`config.mk`:
```
export PLATFORM = sky130hd
export DESIGN_NAME = tcp_connection_table_engine_unit
export DESIGN_NICKNAME = d
export VERILOG_FILES = /design/src/hw/rtl/tce_pkg.sv /design/src/hw/rtl/tce_ctrl.sv /design/src/hw/rtl/tce_datapath.sv /design/src/hw/rtl/tcp_connection_table_engine_unit.sv
export SDC_FILE = /design/constraint.sdc
export NUM_CORES = 2
export LEC_CHECK = 0
export BUFFER_PORTS_ARGS = -buffer_cell sky130_fd_sc_hd__buf_2
export CAP_MARGIN = 0
export CORE_ASPECT_RATIO = 0.9
export CORE_UTILIZATION = 53
export CTS_CLUSTER_DIAMETER = 200
export DETAILED_ROUTE_END_ITERATION = 8
export PLACE_DENSITY = 0.72
export SLEW_MARGIN = 30
export SYNTH_ARGS = -nofsm -noshare
export SYNTH_HDL_FRONTEND = slang
export SYNTH_HIERARCHICAL = 1
export SYNTH_SLANG_ARGS = --single-unit
```
`constraint.sdc`:
```
create_clock -name clock -period 24.3 [get_ports clock]
set_clock_uncertainty 0.1 [all_clocks]
set_input_delay 1.215 -clock clock [delete_from_list [all_inputs] [get_ports clock]]
set_output_delay 1.215 -clock clock [all_outputs]
set_load 0.02 [all_outputs]
```
`src/hw/rtl/tce_pkg.sv`:
```
// shared types, codes and constants of the connection table engine
`default_nettype none
package tce_pkg;
   localparam int TableEntriesDefault = 4;
   localparam int RxBufferBytesDefault = 16384;
   localparam int MaxResults = 64;

   localparam logic [2:0] REQ_SEGMENT = 3'd0;
   localparam logic [2:0] REQ_POLL    = 3'd1;
   localparam logic [2:0] REQ_READ    = 3'd2;
   localparam logic [2:0] REQ_CLOSE   = 3'd3;
   localparam logic [2:0] REQ_WRITE   = 3'd4;

   localparam logic [1:0] CSR_LISTEN_PORT = 2'd0;
   localparam logic [1:0] CSR_INIT_SEQ    = 2'd1;
   localparam logic [1:0] CSR_READ_CHUNK  = 2'd2;
   localparam logic [1:0] CSR_WRITE_SEG   = 2'd3;

   localparam logic [7:0] FL_FIN = 8'h01;
   localparam logic [7:0] FL_SYN = 8'h02;
   localparam logic [7:0] FL_RST = 8'h04;
   localparam logic [7:0] FL_PSH = 8'h08;
   localparam logic [7:0] FL_ACK = 8'h10;

   localparam logic [15:0] LISTEN_PORT_RESET = 16'd80;
   localparam logic [31:0] INIT_SEQ_RESET    = 32'h0001_0000;
   localparam logic [14:0] READ_CHUNK_RESET  = 15'd1024;
   localparam logic [10:0] WRITE_SEG_RESET   = 11'd1200;
   localparam logic [10:0] SEG_MIN = 11'd1024;
   localparam logic [10:0] SEG_MAX = 11'd1460;

   typedef enum logic [2:0] {
      ST_IDLE,
      ST_SEARCH,
      ST_EXEC,
      ST_EMIT,
      ST_WAIT
   } state_type;

   typedef enum logic [2:0] {
      OP_NONE,
      OP_STATUS,
      OP_SEGMENT,
      OP_WRITE
   } op_type;

   typedef struct packed {
      logic load;
      logic search;
      logic exec;
      logic emit;
      logic next_seg;
   } cmd_type;

   typedef struct packed {
      logic more;
   } sts_type;
endpackage
`default_nettype wire

```
`src/hw/rtl/tce_ctrl.sv`:
```
// controller state machine of the connection table engine
`default_nettype none
module tce_ctrl (
   input  wire logic            clock,
   input  wire logic            reset,
   input  wire logic            req_valid,
   output logic                 req_ready,
   output logic                 rsp_valid,
   input  wire logic            rsp_ready,
   input  wire tce_pkg::sts_type sts,
   output tce_pkg::cmd_type     cmd
);
   import tce_pkg::*;
   state_type state_ff, state_in;

   always_ff @(posedge clock) begin
      if (reset) begin
         state_ff <= ST_IDLE;
      end else begin
         state_ff <= state_in;
      end
   end

   always_comb begin
      state_in = state_ff;
      case (state_ff)
         ST_IDLE: begin
            if (req_valid) state_in = ST_SEARCH;
         end
         ST_SEARCH: state_in = ST_EXEC;
         ST_EXEC:   state_in = ST_EMIT;
         ST_EMIT:   state_in = ST_WAIT;
         ST_WAIT: begin
            if (rsp_ready) state_in = sts.more ? ST_EMIT : ST_IDLE;
         end
         default: state_in = ST_IDLE;
      endcase
   end

   always_comb begin
      cmd = '0;
      req_ready = 1'b0;
      rsp_valid = 1'b0;
      case (state_ff)
         ST_IDLE: begin
            req_ready = 1'b1;
            cmd.load = req_valid;
         end
         ST_SEARCH: cmd.search = 1'b1;
         ST_EXEC:   cmd.exec = 1'b1;
         ST_EMIT:   cmd.emit = 1'b1;
         ST_WAIT: begin
            rsp_valid = 1'b1;
            cmd.next_seg = rsp_ready;
         end
         default: ;
      endcase
   end
endmodule
`default_nettype wire

```
`src/hw/rtl/tce_datapath.sv`:
```
// connection table storage and per-word datapath
`default_nettype none
module tce_datapath #(
   parameter int TABLE_ENTRIES = tce_pkg::TableEntriesDefault,
   parameter int RX_BUFFER_BYTES = tce_pkg::RxBufferBytesDefault
) (
   input  wire logic            clock,
   input  wire logic            reset,
   input  wire tce_pkg::cmd_type cmd,
   output tce_pkg::sts_type     sts,
   input  wire logic            csr_we,
   input  wire logic [1:0]      csr_index,
   input  wire logic [31:0]     csr_wdata,
   input  wire logic [2:0]      req_type,
   input  wire logic [47:0]     req_src_mac,
   input  wire logic [31:0]     req_src_ip,
   input  wire logic [15:0]     req_src_port,
   input  wire logic [15:0]     req_dst_port,
   input  wire logic [31:0]     req_seq_in,
   input  wire logic [7:0]      req_flags_in,
   input  wire logic [15:0]     req_payload_len,
   input  wire logic [2:0]      req_conn_sel,
   input  wire logic [15:0]     req_write_len,
   output logic                 rsp_out_kind,
   output logic [2:0]           rsp_conn_id,
   output logic [31:0]          rsp_peer_ip_out,
   output logic [15:0]          rsp_peer_port_out,
   output logic [47:0]          rsp_peer_mac_out,
   output logic [31:0]          rsp_seq_out,
   output logic [31:0]          rsp_ack_out,
   output logic [7:0]           rsp_flags_out,
   output logic [10:0]          rsp_seg_len,
   output logic [15:0]          rsp_value,
   output logic                 rsp_last
);
   import tce_pkg::*;
   localparam int IW = (TABLE_ENTRIES > 1) ? $clog2(TABLE_ENTRIES) : 1;
   localparam int BW = $clog2(RX_BUFFER_BYTES + 1);
   localparam logic [BW-1:0] RxCap = BW'(RX_BUFFER_BYTES);

   logic [15:0] listen_port_ff;
   logic [31:0] init_seq_ff;
   logic [14:0] read_chunk_ff;
   logic [10:0] write_seg_ff;

   logic [TABLE_ENTRIES-1:0] valid_ff;
   logic [47:0]   mac_ff    [TABLE_ENTRIES];
   logic [31:0]   ip_ff     [TABLE_ENTRIES];
   logic [15:0]   port_ff   [TABLE_ENTRIES];
   logic [31:0]   rnext_ff  [TABLE_ENTRIES];
   logic [31:0]   snext_ff  [TABLE_ENTRIES];
   logic          closed_ff [TABLE_ENTRIES];
   logic [BW-1:0] buf_ff    [TABLE_ENTRIES];
   logic [IW-1:0] cursor_ff;

   logic [2:0]  rtype_ff;
   logic [47:0] rmac_ff;
   logic [31:0] rip_ff, rseq_ff;
   logic [15:0] rsport_ff, rdport_ff, rplen_ff, rwlen_ff;
   logic [7:0]  rfl_ff;
   logic [2:0]  rsel_ff;

   logic          match_ok_ff, free_ok_ff, poll_ok_ff;
   logic [IW-1:0] match_ff, free_ff, poll_ff;

   op_type        op_ff;
   logic [IW-1:0] ent_ff;
   logic [2:0]    sid_ff;
   logic [15:0]   sval_ff;
   logic [7:0]    sfl_ff;
   logic          release_ff;
   logic [15:0]   remain_ff;
   logic [6:0]    nseg_ff;
   logic [10:0]   segmax_ff;

   // table search
   logic          m_ok, f_ok, p_ok;
   logic [IW-1:0] m_i, f_i, p_i, p_t;
   always_comb begin
      int sum;
      m_ok = 1'b0; f_ok = 1'b0; p_ok = 1'b0;
      m_i = '0; f_i = '0; p_i = '0; p_t = '0;
      sum = 0;
      for (int i = 0; i < TABLE_ENTRIES; i++) begin
         if (!m_ok && valid_ff[i] && port_ff[i] == rsport_ff && ip_ff[i] == rip_ff) begin
            m_ok = 1'b1; m_i = IW'(i);
         end
         if (!f_ok && !valid_ff[i]) begin
            f_ok = 1'b1; f_i = IW'(i);
         end
      end
      for (int k = 0; k < TABLE_ENTRIES; k++) begin
         sum = 32'(cursor_ff) + k;
         if (sum >= TABLE_ENTRIES) sum = sum - TABLE_ENTRIES;
         p_t = IW'(sum);
         if (!p_ok && valid_ff[p_t] && buf_ff[p_t] != '0) begin
            p_ok = 1'b1; p_i = p_t;
         end
      end
   end

   logic          sel_ok;
   logic [IW-1:0] sel_i;
   always_comb begin
      sel_ok = (rsel_ff != 3'd0) && (32'(rsel_ff) <= TABLE_ENTRIES);
      sel_i = IW'(rsel_ff - 3'd1);
      if (sel_ok) sel_ok = valid_ff[sel_i];
   end

   logic [BW-1:0] lim, room, take;
   always_comb begin
      lim = (read_chunk_ff == 15'd0) ? BW'(1) : BW'(read_chunk_ff);
      if (32'(read_chunk_ff) > RX_BUFFER_BYTES) lim = RxCap;
      room = RxCap - buf_ff[match_ff];
      take = (BW'(rplen_ff) > room || 32'(rplen_ff) > RX_BUFFER_BYTES)
             ? room : BW'(rplen_ff);
   end

   logic [10:0] cur_len;
   assign cur_len = (remain_ff > 16'(segmax_ff)) ? segmax_ff : remain_ff[10:0];
   assign sts.more = (op_ff == OP_WRITE) && (remain_ff != 16'(cur_len)) &&
                     (nseg_ff != 7'(MaxResults - 1));

   always_ff @(posedge clock) begin
      if (reset) begin
         listen_port_ff <= LISTEN_PORT_RESET;
         init_seq_ff <= INIT_SEQ_RESET;
         read_chunk_ff <= READ_CHUNK_RESET;
         write_seg_ff <= WRITE_SEG_RESET;
      end else if (csr_we) begin
         case (csr_index)
            CSR_LISTEN_PORT: listen_port_ff <= csr_wdata[15:0];
            CSR_INIT_SEQ:    init_seq_ff <= csr_wdata;
            CSR_READ_CHUNK:  read_chunk_ff <= csr_wdata[14:0];
            CSR_WRITE_SEG:   write_seg_ff <= csr_wdata[10:0];
            default: ;
         endcase
      end
   end

   always_ff @(posedge clock) begin
      if (cmd.load) begin
         rtype_ff <= req_type; rmac_ff <= req_src_mac; rip_ff <= req_src_ip;
         rsport_ff <= req_src_port; rdport_ff <= req_dst_port;
         rseq_ff <= req_seq_in; rfl_ff <= req_flags_in;
         rplen_ff <= req_payload_len; rsel_ff <= req_conn_sel;
         rwlen_ff <= req_write_len;
      end
      if (cmd.search) begin
         match_ok_ff <= m_ok; match_ff <= m_i;
         free_ok_ff <= f_ok; free_ff <= f_i;
         poll_ok_ff <= p_ok; poll_ff <= p_i;
      end
   end

   // execute step: table update and result choice
   always_ff @(posedge clock) begin
      if (reset) begin
         valid_ff <= '0;
         cursor_ff <= '0;
         op_ff <= OP_NONE;
      end else if (cmd.exec) begin
         op_ff <= OP_STATUS; sid_ff <= 3'd0; sval_ff <= '0; sfl_ff <= '0;
         release_ff <= 1'b0; ent_ff <= match_ff; nseg_ff <= '0;
         remain_ff <= rwlen_ff;
         segmax_ff <= (write_seg_ff < SEG_MIN) ? SEG_MIN :
                      (write_seg_ff > SEG_MAX) ? SEG_MAX : write_seg_ff;
         case (rtype_ff)
            REQ_SEGMENT: begin
               if (rdport_ff != listen_port_ff) begin
               end else if ((rfl_ff & FL_RST) != 8'd0) begin
                  if (match_ok_ff) begin
                     valid_ff[match_ff] <= 1'b0;
                     sid_ff <= 3'(match_ff) + 3'd1;
                  end
               end else if ((rfl_ff & FL_SYN) != 8'd0 && !match_ok_ff) begin
                  if (free_ok_ff) begin
                     valid_ff[free_ff] <= 1'b1;
                     mac_ff[free_ff] <= rmac_ff; ip_ff[free_ff] <= rip_ff;
                     port_ff[free_ff] <= rsport_ff;
                     rnext_ff[free_ff] <= rseq_ff + 32'd1;
                     snext_ff[free_ff] <= init_seq_ff;
                     buf_ff[free_ff] <= '0; closed_ff[free_ff] <= 1'b0;
                     ent_ff <= free_ff; op_ff <= OP_SEGMENT; sfl_ff <= FL_SYN;
                  end
               end else if (match_ok_ff) begin
                  sid_ff <= 3'(match_ff) + 3'd1;
                  if (rseq_ff == rnext_ff[match_ff]) begin
                     if (rplen_ff != 16'd0) begin
                        buf_ff[match_ff] <= buf_ff[match_ff] + take;
                     end
                     rnext_ff[match_ff] <= rnext_ff[match_ff] + 32'(rplen_ff) +
                                          32'(rfl_ff[0]);
                     if (rfl_ff[0]) closed_ff[match_ff] <= 1'b1;
                     sval_ff <= (rplen_ff != 16'd0) ? 16'(take) : 16'd0;
                  end
                  if (rplen_ff != 16'd0 || rfl_ff[0]) op_ff <= OP_SEGMENT;
               end
            end
            REQ_POLL: begin
               if (poll_ok_ff) begin
                  cursor_ff <= (32'(poll_ff) + 32'd1 >= TABLE_ENTRIES) ? '0 :
                               poll_ff + IW'(1);
                  sval_ff <= 16'(poll_ff) + 16'd1;
               end
            end
            REQ_READ: begin
               if (sel_ok) begin
                  sid_ff <= rsel_ff;
                  if (buf_ff[sel_i] > lim) begin
                     buf_ff[sel_i] <= buf_ff[sel_i] - lim; sval_ff <= 16'(lim);
                  end else begin
                     buf_ff[sel_i] <= '0; sval_ff <= 16'(buf_ff[sel_i]);
                  end
               end
            end
            REQ_CLOSE: begin
               if (sel_ok) begin
                  ent_ff <= sel_i; op_ff <= OP_SEGMENT; sfl_ff <= FL_FIN;
                  release_ff <= 1'b1;
               end
            end
            REQ_WRITE: begin
               if (sel_ok) begin
                  ent_ff <= sel_i; sid_ff <= rsel_ff;
                  if (rwlen_ff != 16'd0) begin
                     op_ff <= OP_WRITE; sfl_ff <= FL_PSH; sval_ff <= rwlen_ff;
                  end
               end
            end
            default: ;
         endcase
      end else begin
         if (cmd.emit && op_ff != OP_STATUS) begin
            snext_ff[ent_ff] <= snext_ff[ent_ff] +
               ((op_ff == OP_WRITE) ? 32'(cur_len) :
                ((sfl_ff & (FL_SYN | FL_FIN)) != 8'd0) ? 32'd1 : 32'd0);
            if (release_ff) valid_ff[ent_ff] <= 1'b0;
         end
         if (cmd.next_seg && op_ff == OP_WRITE) begin
            remain_ff <= remain_ff - 16'(cur_len);
            nseg_ff <= nseg_ff + 7'd1;
         end
      end
   end

   // output word register
   always_ff @(posedge clock) begin
      if (cmd.emit) begin
         rsp_last <= !sts.more;
         rsp_value <= sval_ff;
         if (op_ff == OP_STATUS) begin
            rsp_out_kind <= 1'b0; rsp_conn_id <= sid_ff;
            rsp_peer_ip_out <= '0; rsp_peer_port_out <= '0; rsp_peer_mac_out <= '0;
            rsp_seq_out <= '0; rsp_ack_out <= '0; rsp_flags_out <= '0;
            rsp_seg_len <= '0;
         end else begin
            rsp_out_kind <= 1'b1; rsp_conn_id <= 3'(ent_ff) + 3'd1;
            rsp_peer_ip_out <= ip_ff[ent_ff]; rsp_peer_port_out <= port_ff[ent_ff];
            rsp_peer_mac_out <= mac_ff[ent_ff];
            rsp_seq_out <= snext_ff[ent_ff]; rsp_ack_out <= rnext_ff[ent_ff];
            rsp_flags_out <= sfl_ff | FL_ACK;
            rsp_seg_len <= (op_ff == OP_WRITE) ? cur_len : 11'd0;
         end
      end
   end
endmodule
`default_nettype wire

```
`src/hw/rtl/tcp_connection_table_engine_unit.sv`:
```
// top level of the tcp connection table engine
// usage: the req_ channel carries one word per segment or host command
// (poll, read, close, write); the rsp_ channel returns result words, the
// final one of each request flagged by rsp_last. csr_ writes set the listen
// port, initial send sequence, read chunk and write segment size; the user
// must write them only while no request is in flight; it is not enforced.
// steps: a request is taken in idle, then the controller runs a table
// search, a table update and the output register load before the first
// result is valid. a write yields one segment word per write segment size
// (the csr value clamped to 1024 to 1460 bytes), at most 64 words; each
// further word is loaded only once the receiver has taken the one before.
// no new request is taken until the final word of the current request has
// been taken by the receiver.
// reset: synchronous; clears the table valid bits, poll cursor and csr
// values to their defaults. when the receiver stalls, the result word holds
// in the output register and no new request is taken.
`default_nettype none
module tcp_connection_table_engine_unit #(
   parameter int TABLE_ENTRIES = tce_pkg::TableEntriesDefault,
   parameter int RX_BUFFER_BYTES = tce_pkg::RxBufferBytesDefault
) (
   input  wire logic        clock,
   input  wire logic        reset,
   input  wire logic        csr_we,
   input  wire logic [1:0]  csr_index,
   input  wire logic [31:0] csr_wdata,
   input  wire logic        req_valid,
   output logic             req_ready,
   input  wire logic [2:0]  req_type,
   input  wire logic [47:0] req_src_mac,
   input  wire logic [31:0] req_src_ip,
   input  wire logic [15:0] req_src_port,
   input  wire logic [15:0] req_dst_port,
   input  wire logic [31:0] req_seq_in,
   input  wire logic [7:0]  req_flags_in,
   input  wire logic [15:0] req_payload_len,
   input  wire logic [2:0]  req_conn_sel,
   input  wire logic [15:0] req_write_len,
   output logic             rsp_valid,
   input  wire logic        rsp_ready,
   output logic             rsp_out_kind,
   output logic [2:0]       rsp_conn_id,
   output logic [31:0]      rsp_peer_ip_out,
   output logic [15:0]      rsp_peer_port_out,
   output logic [47:0]      rsp_peer_mac_out,
   output logic [31:0]      rsp_seq_out,
   output logic [31:0]      rsp_ack_out,
   output logic [7:0]       rsp_flags_out,
   output logic [10:0]      rsp_seg_len,
   output logic [15:0]      rsp_value,
   output logic             rsp_last
);
   import tce_pkg::*;
   cmd_type cmd;
   sts_type sts;

   tce_ctrl u_ctrl (
      .clock, .reset, .req_valid, .req_ready, .rsp_valid, .rsp_ready,
      .sts, .cmd
   );

   tce_datapath #(
      .TABLE_ENTRIES(TABLE_ENTRIES), .RX_BUFFER_BYTES(RX_BUFFER_BYTES)
   ) u_dp (
      .clock, .reset, .cmd, .sts, .csr_we, .csr_index, .csr_wdata,
      .req_type, .req_src_mac, .req_src_ip, .req_src_port, .req_dst_port,
      .req_seq_in, .req_flags_in, .req_payload_len, .req_conn_sel,
      .req_write_len, .rsp_out_kind, .rsp_conn_id, .rsp_peer_ip_out,
      .rsp_peer_port_out, .rsp_peer_mac_out, .rsp_seq_out, .rsp_ack_out,
      .rsp_flags_out, .rsp_seg_len, .rsp_value, .rsp_last
   );
endmodule
`default_nettype wire

```
==> flow_summary.yaml <==
setup_path:
  worstSetupStartpoint: "u_dp/match_ff[0]"
  arrival_ns: 8.37
  crit-reg2reg-launch: "u_dp/match_ff[0]"
  rrSetupSlack_ns: 16.33
  crit_family: "compound AO/OA/AOI/OAI gates"
  criticalPathCategory: "reg -> reg"
  cp-end-kind: "register"
  crit_chain: "buf_4 -> mux4_2 -> or3_1 -> or3_1 -> or4_1 -> xor2_1 -> ha_1 -> nand4_1 -> inv_1 -> a221oi_1 -> nand2_1 -> a21oi_2 -> buf_4 -> mux2i_1 -> fa_1 -> nor2b_1 -> o21ai_0 -> nand2b_1 -> a21o_1 -> a311o_1 -> a31oi_1 -> o21ai_0 -> xor2_1 -> o22ai_1"
  crit_end: "u_dp/buf_ff[3][14]"
  cp-start-kind: "register"
  crit_buf_inv: 3
  cp_slowest_stage_delay_ns: 0.69
  crit_cells: 24
  worstPathRequired_ns: 24.70
  cp_slowest_cell: "mux4_2"
  cp_max_fo: 32
  worst_r2r_path_depth: 24
  r2r_end: "u_dp/buf_ff[3][14]"
hold_path:
  whs_path_depth: 0
  worst_hold_path_type: "reg -> reg"
cells_and_area:
  fill_cells: 7636
  area_growth_pct: 13.78
  layout.nets: 4492
  final_cell_mix: "edfxtp_1, buf_2, nand2_1, mux4_2, xnor2_1"
  stdcell_count: 5608
  design_area_um2: 62880
  utilization_pct: 61.27
  drive_gt1_share_pct: 21.71
  final_common_cell: "edfxtp_1"
power:
  seqPwrFrac_pct: 52.9
  switchingPower_uw: 1098
  swShare_pct: 23.67
  power_frac_comb_pct: 7.0
  ir_drop_mv: 0.06185
  cellInternalPower_uw: 3542
  leakagePower_uw: 0.02192
  p_per_area_nw_per_um2: 73.79
  pwr-share-clk_pct: 40.1
clocking:
  cts_setup_buffers: 0
  htreeDepth: 4
  path_clk_slew_ns: 0.06
  root_buffer: "clkbuf_16"
  clock_path_buffers: 3
  post_cts_resized: 0
  hold_buffers: 0
  clock_sinks: 1237
  cts_tree: "done"
  insertion_delay_ns: 0.74
  numCtsBuffers: 130
detailed_routing:
  first_pass_iters: 9
  vias: 33540
  wl_um: 140900
  ant_nets: 0
  drc_errors: 60
  viasPerCell: 5.980
  detail_route.iter0.violations: 3379
  wl_per_cell_um: 25.12
die:
  chipHeight_um: 308.3
  dieArea_um2: 105600
  initial_core_util_pct: 53.85
  ios: 431
  num_rows: 111
  core_area_um2: 102600
  die_width_um: 342.4
logic_synthesis:
  synthCells: 3723
  yosys_warnings: 6
  async_flop_share_pct: 0
  yosysSeqAreaShare_pct: 65.60
  synth_area_um2: 55270
  synth_enable_flop_cells: 1148
  syn_area_per_cell_um2: 14.84
  ys_types: 79
  synth_flop_cell: "edfxtp_1"
  ys_ff_latch: 1237
sta:
  min_period_over_period_pct: 32.82
  post-route-min-period_ns: 7.975
  setup_violations: 0
  timing.final.max_slew_violations: 0
  max_freq_ghz: 0.1254
  tns_ns: 0
  worst_pin_slew_ns: 1.065
  rsz0062_at_grt: "no"
  slew_headroom_pct: 28.97
  finalHoldViolations: 0
placement:
  dp_hpwl_um: 94300
  placed_area_um2: 58920
  finalWeightedCongestion: 0.9486
  port-buffer-count: 421
  dp_cells: 5375
grt:
  grt_max_degree: 133
  grt_pass1_vias: 32670
  grt_pass1_wl_um: 206900
  antenna_found_initial: 11
  grt_usage_pct: 26.54
  grt_overflow_total: 0
run_status:
  violations: "DRC"
  status: "finished with violations"
run:
  maxCapViolations: 0
-- kinds of logic after synthesis --
logic type                 share of synthesized area (%)
DFF                                                65.60
xor gates and xnor gates                           5.531
other                                            0.01359
muxes                                              9.660
buffers and inverters                              1.965
and+or+nand+nor                                    9.355
adders and majority gates                          2.617
AOI/OAI and AO/OA                                  5.257
-- final cells by class --
| cell class | count | area, um2 | area share [%] |
|---|---|---|---|
| Timing Repair Buffer | 465 | 2482 | 3.948 |
| Multi-Input combinational cell | 2218 | 18120 | 28.82 |
| Clock inverter | 69 | 559.3 | 0.8894 |
| Antenna cell | 5 | 12.51 | 0.01990 |
| Clock buffer | 159 | 3372 | 5.362 |
| Tap cell | 1356 | 1697 | 2.698 |
| Inverter | 99 | 381.6 | 0.6069 |
| Sequential cell | 1237 | 36260 | 57.66 |
-- power by group through the flow --
stage,clock network [uW],logic [uW],registers [uW]
floorplan,0,215,2480
global placement,0,318,2500
detailed placement,0,323,2500
CTS,1900,325,2450
global route,1980,355,2460
finish,1860,326,2450
-- registers in the layout, indices dropped and copies added, names as in the netlist, 32 cells and up, named ones only --
signal                 count
u_dp/port_ff              64
u_dp/init_seq_ff          32
u_dp/snext_ff            128
u_dp/mac_ff              192
u_dp/rseq_ff              32
u_dp/rsp_peer_mac_out     48
u_dp/rip_ff               32
u_dp/buf_ff               60
u_dp/rmac_ff              48
u_dp/ip_ff               128
u_dp/rnext_ff            128
u_dp/rsp_seq_out          32
u_dp/rsp_peer_ip_out      32
u_dp/rsp_ack_out          32
-- stage by stage --
stage / hold slack [ns] / total power, uW / worst slack [ns]
global placement: 0.3035 / 2814 / 16.49
finish: 0.3202 / 4640 / 16.33
detailed placement: 0.3075 / 2820 / 16.49
CTS: 0.3220 / 4673 / 16.47
global route: 0.3254 / 4787 / 16.02
floorplan: 0.3003 / 2696 / 15.87
-- cells in the mapped netlist (12+ instances only) --
cell type / number / area (um2)
nor2b_1: 31 / 193.9
nand2_1: 317 / 1190
or3_1: 19 / 118.9
nand4_1: 68 / 425.4
mux4_2: 223 / 5022
and2_1: 177 / 1107
edfxtp_1: 1148 / 34470
o21a_1: 15 / 112.6
a22oi_1: 12 / 90.09
nor4_1: 59 / 369.1
o22ai_1: 22 / 137.6
xor2_1: 163 / 1428
o21ai_1: 13 / 65.06
and3_1: 18 / 112.6
a21o_1: 27 / 202.7
a31oi_1: 19 / 118.9
ha_1: 106 / 1326
nand3_1: 58 / 290.3
clkbuf_1: 134 / 503.0
inv_1: 99 / 371.6
o21ai_0: 106 / 530.5
dfxtp_1: 89 / 1782
xnor2_1: 186 / 1629
and4_1: 13 / 113.9
nor3_1: 31 / 155.2
a221oi_1: 12 / 105.1
buf_1: 19 / 71.32
nor2_1: 162 / 608.1
nand2b_1: 24 / 150.1
mux2i_1: 26 / 260.3
a21oi_1: 166 / 830.8
-- how the worst min path moves through the flow --
stage,to,slack (ns),startpoint
3_5_place_dp,u_dp/rsp_value[5],0.31,u_dp/sval_ff[5]
5_1_grt,u_dp/rsp_value[5],0.33,u_dp/sval_ff[5]
4_1_cts,u_dp/rsp_value[10],0.32,u_dp/sval_ff[10]
2_1_floorplan,u_dp/rsp_value[0],0.30,u_dp/sval_ff[0]
6_report,u_dp/rsp_value[5],0.32,u_dp/sval_ff[5]
3_3_place_gp,u_dp/rsp_value[6],0.30,u_dp/sval_ff[6]
-- layer usage --
layer  track usage, %  up-vias  share of wire [%]
met5                0        -              0.042
met4            7.101        8                2.1
met3            5.387      195                8.6
met2            41.02     1483                 47
met1            38.49    16820                 42
li1                 -    15040                  -
Power figures use the tool's default switching activity.
